File: config.mk
export PLATFORM = sky130hd
export DESIGN_NAME = light_pen_latch_irq_controller
export DESIGN_NICKNAME = d
export VERILOG_FILES = /design/src/rtl/core/lpirq_pkg.sv /design/src/rtl/core/light_pen_latch_irq_controller.sv
export SDC_FILE = /design/constraint.sdc
export NUM_CORES = 1
export LEC_CHECK = 0
export ABC_AREA = 1
export BUFFER_PORTS_ARGS = -buffer_cell sky130_fd_sc_hd__buf_4
export CAP_MARGIN = 40
export CORE_UTILIZATION = 30
export DETAILED_ROUTE_END_ITERATION = 10
export SYNTH_ARGS = -nofsm -noshare
export SYNTH_HDL_FRONTEND = slang
export SYNTH_SLANG_ARGS = --single-unit
File: constraint.sdc
create_clock -name i_clk -period 6.1 [get_ports i_clk]
set_input_delay 0.61 -clock i_clk [delete_from_list [all_inputs] [get_ports i_clk]]
set_output_delay 0.61 -clock i_clk [all_outputs]
set_load 0.03 [all_outputs]
File: src/rtl/core/lpirq_pkg.sv
// types and constants shared by the light pen latch and interrupt controller
// no dependencies

package lpirq_pkg;

    // operation codes of an input item
    typedef enum logic [2:0] {
        OP_SOURCE = 3'd0,
        OP_ENABLE = 3'd1,
        OP_ACK    = 3'd2,
        OP_PEN    = 3'd3,
        OP_CHECK  = 3'd4,
        OP_FRAME  = 3'd5
    } t_op;

    // configuration register indexes (byte address = 4 * index)
    typedef enum logic [1:0] {
        CFG_SHORT_DELAY = 2'd0,
        CFG_OLD_IRQ     = 2'd1,
        CFG_TOTAL_LINES = 2'd2,
        CFG_LINE_CYCLES = 2'd3
    } t_cfg_idx;

    localparam int unsigned APB_AW = 4;
    localparam int unsigned APB_DW = 32;

    localparam logic [8:0] TOTAL_LINES_RST = 9'd312;
    localparam logic [6:0] LINE_CYCLES_RST = 7'd63;

    // light pen interrupt source bit
    localparam logic [1:0] LP_BIT = 2'd3;

    typedef struct packed {
        logic [2:0] operation;
        logic [1:0] source_index;
        logic [3:0] mask_value;
        logic       pin_level;
        logic       from_port;
        logic [1:0] sub_cycle;
        logic       phase_one;
        logic [8:0] x_position;
        logic [8:0] v_position;
        logic [6:0] cycle_index;
    } t_in_item;

    typedef struct packed {
        logic       irq_out;
        logic [7:0] irq_status;
        logic [7:0] pen_x;
        logic [7:0] pen_y;
    } t_out_item;

endpackage

File: src/rtl/core/light_pen_latch_irq_controller.sv
// light pen latch and interrupt register of a raster video chip
// depends on lpirq_pkg (item structs, operation and register codes)
// path: input register, one pass of flag logic, result register
// throughput: one item per cycle while the result side does not stall;
// the output register fills while the next item waits
// reset: synchronous active low; clears interrupt and pen state, loads
// configuration defaults; no clearing pass

module light_pen_latch_irq_controller (
    input  logic                              i_clk,
    input  logic                              i_rst_n,
    // item input
    input  logic                              i_in_valid,
    output logic                              o_in_stall,
    input  lpirq_pkg::t_in_item               i_in_item,
    // result output
    output logic                              o_out_valid,
    input  logic                              i_out_stall,
    output lpirq_pkg::t_out_item              o_out_item,
    // configuration port
    input  logic                              psel,
    input  logic                              penable,
    input  logic                              pwrite,
    input  logic [lpirq_pkg::APB_AW-1:0]      paddr,
    input  logic [lpirq_pkg::APB_DW-1:0]      pwdata,
    output logic [lpirq_pkg::APB_DW-1:0]      prdata,
    output logic                              pready
);

    import lpirq_pkg::*;

    // ---------------------------------------------------------------
    // configuration registers
    // ---------------------------------------------------------------
    logic       r_short_delay;
    logic       r_old_irq;
    logic [8:0] r_total_lines;
    logic [6:0] r_line_cycles;
    logic       cfg_wr;
    t_cfg_idx   cfg_idx;

    assign pready  = 1'b1;
    assign cfg_wr  = psel & penable & pwrite;
    assign cfg_idx = t_cfg_idx'(paddr[3:2]);

    always_ff @(posedge i_clk) begin
        if (!i_rst_n) begin
            r_short_delay <= 1'b1;
            r_old_irq     <= 1'b0;
            r_total_lines <= TOTAL_LINES_RST;
            r_line_cycles <= LINE_CYCLES_RST;
        end else if (cfg_wr) begin
            case (cfg_idx)
                CFG_SHORT_DELAY: r_short_delay <= pwdata[0];
                CFG_OLD_IRQ:     r_old_irq     <= pwdata[0];
                CFG_TOTAL_LINES: r_total_lines <= pwdata[8:0];
                CFG_LINE_CYCLES: r_line_cycles <= pwdata[6:0];
                default: ;
            endcase
        end
    end

    // register read back
    always_comb begin
        case (cfg_idx)
            CFG_SHORT_DELAY: prdata = {31'd0, r_short_delay};
            CFG_OLD_IRQ:     prdata = {31'd0, r_old_irq};
            CFG_TOTAL_LINES: prdata = {23'd0, r_total_lines};
            CFG_LINE_CYCLES: prdata = {25'd0, r_line_cycles};
            default:         prdata = '0;
        endcase
    end

    // ---------------------------------------------------------------
    // input register and pipeline control
    // ---------------------------------------------------------------
    logic      r_in_vld;
    t_in_item  r_in;
    logic      r_out_vld;
    t_out_item r_out;
    logic      adv;      // input register moves into the result stage
    logic      in_take;  // input transfer

    // the result stage takes a new item whenever its register is free or drains
    assign adv        = r_in_vld & (~r_out_vld | ~i_out_stall);
    assign o_in_stall = r_in_vld & ~adv;
    assign in_take    = i_in_valid & ~o_in_stall;

    always_ff @(posedge i_clk) begin
        if (!i_rst_n) begin
            r_in_vld <= 1'b0;
        end else if (in_take) begin
            r_in_vld <= 1'b1;
        end else if (adv) begin
            r_in_vld <= 1'b0;
        end
    end

    always_ff @(posedge i_clk) begin
        if (in_take) begin
            r_in <= i_in_item;
        end
    end

    // ---------------------------------------------------------------
    // interrupt and light pen state
    // ---------------------------------------------------------------
    // only source bits 0..3 are ever latched; bit 7 always equals
    // any latched source that is enabled, so it is derived, not stored.
    // of the pending bits only the pen source survives the merge.
    logic [3:0] r_latch,   n_latch;
    logic [3:0] r_enable,  n_enable;
    logic       r_pending, n_pending;
    logic       r_trigger, n_trigger;
    logic       r_latched, n_latched;
    logic       r_ph_one,  n_ph_one;
    logic [1:0] r_delay,   n_delay;
    logic [7:0] r_pen_x,   n_pen_x;
    logic [7:0] r_pen_y,   n_pen_y;

    logic       cap_try;   // capture check requested by this item
    logic       cap_ph1;   // phase of that check
    logic       cap_go;
    logic       last_line;
    logic       last_cycle;

    assign last_line  = (r_total_lines != 9'd0) &&
                        (r_in.v_position == r_total_lines - 9'd1);
    assign last_cycle = (r_line_cycles != 7'd0) &&
                        (r_in.cycle_index == r_line_cycles - 7'd1);

    always_comb begin
        n_latch   = r_latch;
        n_enable  = r_enable;
        n_pending = r_pending;
        n_trigger = r_trigger;
        n_latched = r_latched;
        n_ph_one  = r_ph_one;
        n_delay   = r_delay;
        n_pen_x   = r_pen_x;
        n_pen_y   = r_pen_y;
        cap_try   = 1'b0;
        cap_ph1   = 1'b0;

        case (r_in.operation)
            OP_SOURCE: begin
                n_latch[r_in.source_index] = 1'b1;
            end
            OP_ENABLE: begin
                n_enable = r_in.mask_value;
            end
            OP_ACK: begin
                n_latch = r_latch & ~r_in.mask_value;
            end
            OP_PEN: begin
                if (r_in.from_port) begin
                    // port trigger while already armed leaves the state unchanged
                    if (!r_in.pin_level && !r_trigger) begin
                        n_trigger = ~r_latched;
                        n_ph_one  = 1'b0;
                        n_delay   = r_short_delay ? 2'd2 : 2'd1;
                        cap_try   = 1'b1;
                        cap_ph1   = 1'b0;
                    end
                end else if (!r_in.pin_level) begin
                    // early revision raises the pen interrupt at trigger time on cycle zero
                    if (r_old_irq && (r_in.cycle_index == 7'd0)) begin
                        n_latch[LP_BIT] = 1'b1;
                    end
                    n_trigger = ~r_latched;
                    n_ph_one  = ~r_in.sub_cycle[1];
                    n_delay   = {1'b0, r_in.sub_cycle[0]};
                end
            end
            OP_CHECK: begin
                // phase one merges the deferred pen interrupt first
                if (r_in.phase_one) begin
                    n_latch[LP_BIT] = r_latch[LP_BIT] | r_pending;
                    n_pending       = 1'b0;
                end
                cap_try = 1'b1;
                cap_ph1 = r_in.phase_one;
            end
            OP_FRAME: begin
                n_latched = 1'b0;
            end
            default: ;
        endcase

        // one-shot capture, on the armed state as this item leaves it
        cap_go = cap_try & n_trigger & (cap_ph1 == n_ph_one);
        if (cap_go) begin
            n_trigger = 1'b0;
            n_latched = 1'b1;
            // last line of the frame: armed state is used up, nothing stored
            if (!last_line) begin
                n_pen_x = r_in.x_position[8:1] + {6'd0, n_delay};
                if (!cap_ph1 && last_cycle) begin
                    n_pen_y = r_in.v_position[7:0] + 8'd1;
                end else begin
                    n_pen_y = r_in.v_position[7:0];
                end
                if (!r_old_irq) begin
                    if (cap_ph1) begin
                        n_latch[LP_BIT] = 1'b1;
                    end else begin
                        n_pending = 1'b1;
                    end
                end
            end
        end
    end

    always_ff @(posedge i_clk) begin
        if (!i_rst_n) begin
            r_latch   <= '0;
            r_enable  <= '0;
            r_pending <= 1'b0;
            r_trigger <= 1'b0;
            r_latched <= 1'b0;
            r_ph_one  <= 1'b0;
            r_delay   <= '0;
            r_pen_x   <= '0;
            r_pen_y   <= '0;
        end else if (adv) begin
            r_latch   <= n_latch;
            r_enable  <= n_enable;
            r_pending <= n_pending;
            r_trigger <= n_trigger;
            r_latched <= n_latched;
            r_ph_one  <= n_ph_one;
            r_delay   <= n_delay;
            r_pen_x   <= n_pen_x;
            r_pen_y   <= n_pen_y;
        end
    end

    // ---------------------------------------------------------------
    // result register
    // ---------------------------------------------------------------
    logic irq_any;

    assign irq_any = |(n_latch & n_enable);

    always_ff @(posedge i_clk) begin
        if (!i_rst_n) begin
            r_out_vld <= 1'b0;
        end else if (adv) begin
            r_out_vld <= 1'b1;
        end else if (!i_out_stall) begin
            r_out_vld <= 1'b0;
        end
    end

    always_ff @(posedge i_clk) begin
        if (adv) begin
            r_out.irq_out    <= irq_any;
            r_out.irq_status <= {irq_any, 3'd0, n_latch};
            r_out.pen_x      <= n_pen_x;
            r_out.pen_y      <= n_pen_y;
        end
    end

    assign o_out_valid = r_out_vld;
    assign o_out_item  = r_out;

    // ---------------------------------------------------------------
    // assertions
    // ---------------------------------------------------------------
    // result register always mirrors the live state it was loaded from
    a_status_tracks_state: assert property (@(posedge i_clk) disable iff (!i_rst_n)
        r_out_vld |-> (r_out.irq_status[3:0] == r_latch) &&
                      (r_out.irq_status[7] == |(r_latch & r_enable)) &&
                      (r_out.pen_x == r_pen_x) && (r_out.pen_y == r_pen_y))
        else $error("result register out of step with state");

    // an armed pen is never already captured in this frame
    a_trigger_not_latched: assert property (@(posedge i_clk) disable iff (!i_rst_n)
        r_trigger |-> !r_latched)
        else $error("pen armed after capture");

    // every item that leaves the input register becomes a result
    a_adv_gives_result: assert property (@(posedge i_clk) disable iff (!i_rst_n)
        adv |=> r_out_vld)
        else $error("advanced item produced no result");

    // an empty input register never stalls the sender
    a_no_stall_when_empty: assert property (@(posedge i_clk) disable iff (!i_rst_n)
        !r_in_vld |-> !o_in_stall)
        else $error("stall with empty input register");

endmodule

==> impl_metrics.yaml <==
place:
  dp_hpwl_um: 8990
  gp_congestion: 0.820
  port_buffers: 88
  post-place-ws_ns: 3.44
clocking:
  clk_latency_ns: 0.36
  clk_pin_slew_worst_paths_ns: 0.08
  cts_buffers: 9
  post_cts_buffers: 0
  cts_num_sinks: 109
  ctsResizeCount: 0
  cts_tree: "built"
  cts_buffer_depth: 2
  cts-root-buf: "clkbuf_16"
  postCtsHoldBufs: 0
  htree_levels: 3
sta:
  min_period_ns: 2.64
  fin_skew_ns: 0.0123
  fmax_ghz: 0.379
  finalWorstSetupSlack_ns: 3.46
  grt_setup_unrepaired: "false"
  worst_pin_slew_ns: 0.779
  finalCritPeriodShare_pct: 43.2
  fin_tns_setup_ns: 0
  setup_viol: 0
  maxSlewViolCount: 0
  finalHoldViolCount: 0
  slew_headroom_pct: 47.9
yosys:
  ys.warnings.count: 0
  postSynthCellCount: 715
  synth_edf_count: 59
  synth_common_cells: "nand2_1, nor2_1, inv_1"
  yosysMostFrequentCell: "nand2_1"
  yosys.area.top_type: "edfxtp_1"
  synth_area_um2: 5670
  async_flop_share_pct: 0
  ys_types: 36
  synthFlopType: "edfxtp_1"
  synth.avg_cell_area_um2: 7.93
  synth_top_area_share_pct: 31.3
  seq_area_frac_synth_pct: 48.9
  ys_seq_elements: 109
  synth.area.top_cells: "edfxtp_1, dfxtp_1, nand2_1, nor2_1, inv_1"
layout:
  final_nets: 887
  drive_above_1_share_pct: 15.2
  seqCellArea_um2: 2770
  syn2layout_area_growth_pct: 19.4
  fill_cells: 1899
  diodes: 0
  multiInputGateArea_um2: 2340
floorplanning:
  dieArea_um2: 19400
  chipWidth_um: 139
  row_count: 49
  coreArea_um2: 18200
  initial_utilization_pct: 31.1
  die_h_um: 139
  ios: 142
power:
  p_total_mw: 1.71
  p_per_area_nw_per_um2: 252
  power_leakage_nw: 3.21
  peakVddDrop_mv: 0.131
setup_path:
  critical_path.top_delay_family: "simple AND/OR/NAND/NOR gates"
  worstSetupEndpointType: "flip-flop"
  slowest_stage: "nand3_1"
  max_stage_delay_ns: 0.43
  critPathLaunchType: "flip-flop"
  critical_path.cell_chain: "inv_1 > ha_1 > nand2_1 > nor2_1 > nand3_1 > nand2_1 > nand2_1 > nor2_1 > nand3_1 > nand2_4 > inv_2 > nand2_1 > nand2_1"
  critical_path_required_ns: 6.21
  critical_path_class: "flip-flop to flip-flop"
  worstPathArrival_ns: 2.74
  cp_num_buf_inv: 2
  critPathMostFrequentCell: "nand2_1"
  critPathMaxFanout: 17
detailed_routing:
  detail-route-antenna-nets: 0
  first_pass_iters: 5
  drtIter0Drc: 271
  via_per_inst: 4.44
  wl_per_cell_um: 11.8
  route.detailed.drc: 0
  via_count: 4581
  routed_wl_um: 12200
grt:
  grt-ovfl-total: 0
  antenna_found_initial: 0
  grt.total_usage_pct: 13.0
  grt_max_degree: 68
  grt_pass1_wl_um: 20100
  grt_pass1_vias: 4119
job:
  cap_violations: 0
hold_path:
  hold_class: "input pin to flip-flop"
outcome:
  status: "finished, final reports clean"
-- metal layers --
layer / global-route usage, % / share of wire, % / wire length (um) / vias to the layer above
li1: - / - / - / 2411
met1: 16.6 / 47 / 5750 / 2062
met2: 21.8 / 47 / 5730 / 96
met3: 2.31 / 3.9 / 471 / 12
met4: 5.38 / 1.8 / 218 / 0
met5: 0 / 0 / 0 / -
-- flip-flops by register name (all words and copies together), names as in the netlist --
| register | count |
|---|---|
| r_delay | 2 |
| r_latch | 4 |
| r_in_vld | 1 |
| o_out_valid | 1 |
| r_trigger | 1 |
| r_in | 38 |
| r_ph_one | 1 |
| r_pen_x | 8 |
| r_short_delay | 1 |
| o_out_item | 21 |
| r_enable | 4 |
| r_line_cycles | 7 |
| r_pending | 1 |
| r_pen_y | 8 |
| r_total_lines | 9 |
| r_old_irq | 1 |
| r_latched | 1 |
-- final cells by class --
type / instances / share of cell area (%)
sequential: 109 / 41.0
inverter: 96 / 5.32
clock inverter: 6 / 1.15
timing repair buffer: 91 / 10.2
multi-input combinational: 490 / 34.6
clock buffer: 10 / 3.53
tap: 229 / 4.23
-- cell usage in the layout, fill, tap and decap left out, types with 2 or more instances in the layout --
master / instances
conb_1: 27
nand2_2: 2
ha_1: 7
edfxtp_1: 59
nor2_4: 3
dfxtp_1: 50
xnor2_1: 7
nor2_1: 95
a21oi_1: 26
clkinv_1: 2
inv_8: 2
clkbuf_16: 9
nor3_1: 6
o21ai_0: 36
inv_1: 92
xor2_1: 12
inv_2: 2
nand2_1: 174
nand4_1: 14
o22ai_1: 6
nand3_1: 50
o211ai_1: 11
nor2_2: 4
buf_4: 90
-- kinds of logic after synthesis --
family,Yosys count,share of synthesized area (%)
compound gates,83,8.19
xor+xnor,19,2.94
fa+ha+maj,8,1.90
buf+inv,141,11.5
flops,109,48.9
other cells,2,0.133
simple gates,353,26.4
-- path summary, 6_finish.rpt --
check | from | to | slack, ns | depth (start not counted)
setup reg to reg | r_total_lines[0]$_SDFFE_PN0P_ | o_out_item[2]$_DFFE_PP_ | 3.46 | 13
hold reg to reg | r_latched$_SDFFE_PN0P_ | r_latched$_SDFFE_PN0P_ | 0.49 | 2
setup / recovery | r_total_lines[0]$_SDFFE_PN0P_ | o_out_item[2]$_DFFE_PP_ | 3.46 | 13
hold / removal | i_in_item[30] | r_in[30]$_DFFE_PP_ | 0.42 | 1
-- power breakdown --
part / internal, mW / switching, mW / total, mW / leakage (nW)
logic: 0.0841 / 0.151 / 0.235 / 2.08
registers: 0.818 / 0.0241 / 0.842 / 0.982
clock network: 0.338 / 0.292 / 0.630 / 0.153
-- per-stage QoR --
| stage | utilization (%) | cell area (um2) | cells | hold slack [ns] |
|---|---|---|---|---|
| floorplan | - | 5760 | 740 | 0.454 |
| global placement | 35.3 | 6440 | 1014 | 0.468 |
| detailed placement | 35.4 | 6450 | 1015 | 0.477 |
| CTS | 37.2 | 6770 | 1031 | 0.411 |
| global route | 37.2 | 6770 | 1031 | 0.403 |
| finish | 37.2 | 6770 | 1031 | 0.421 |
No activity file was read; power rests on OpenSTA's default activity.
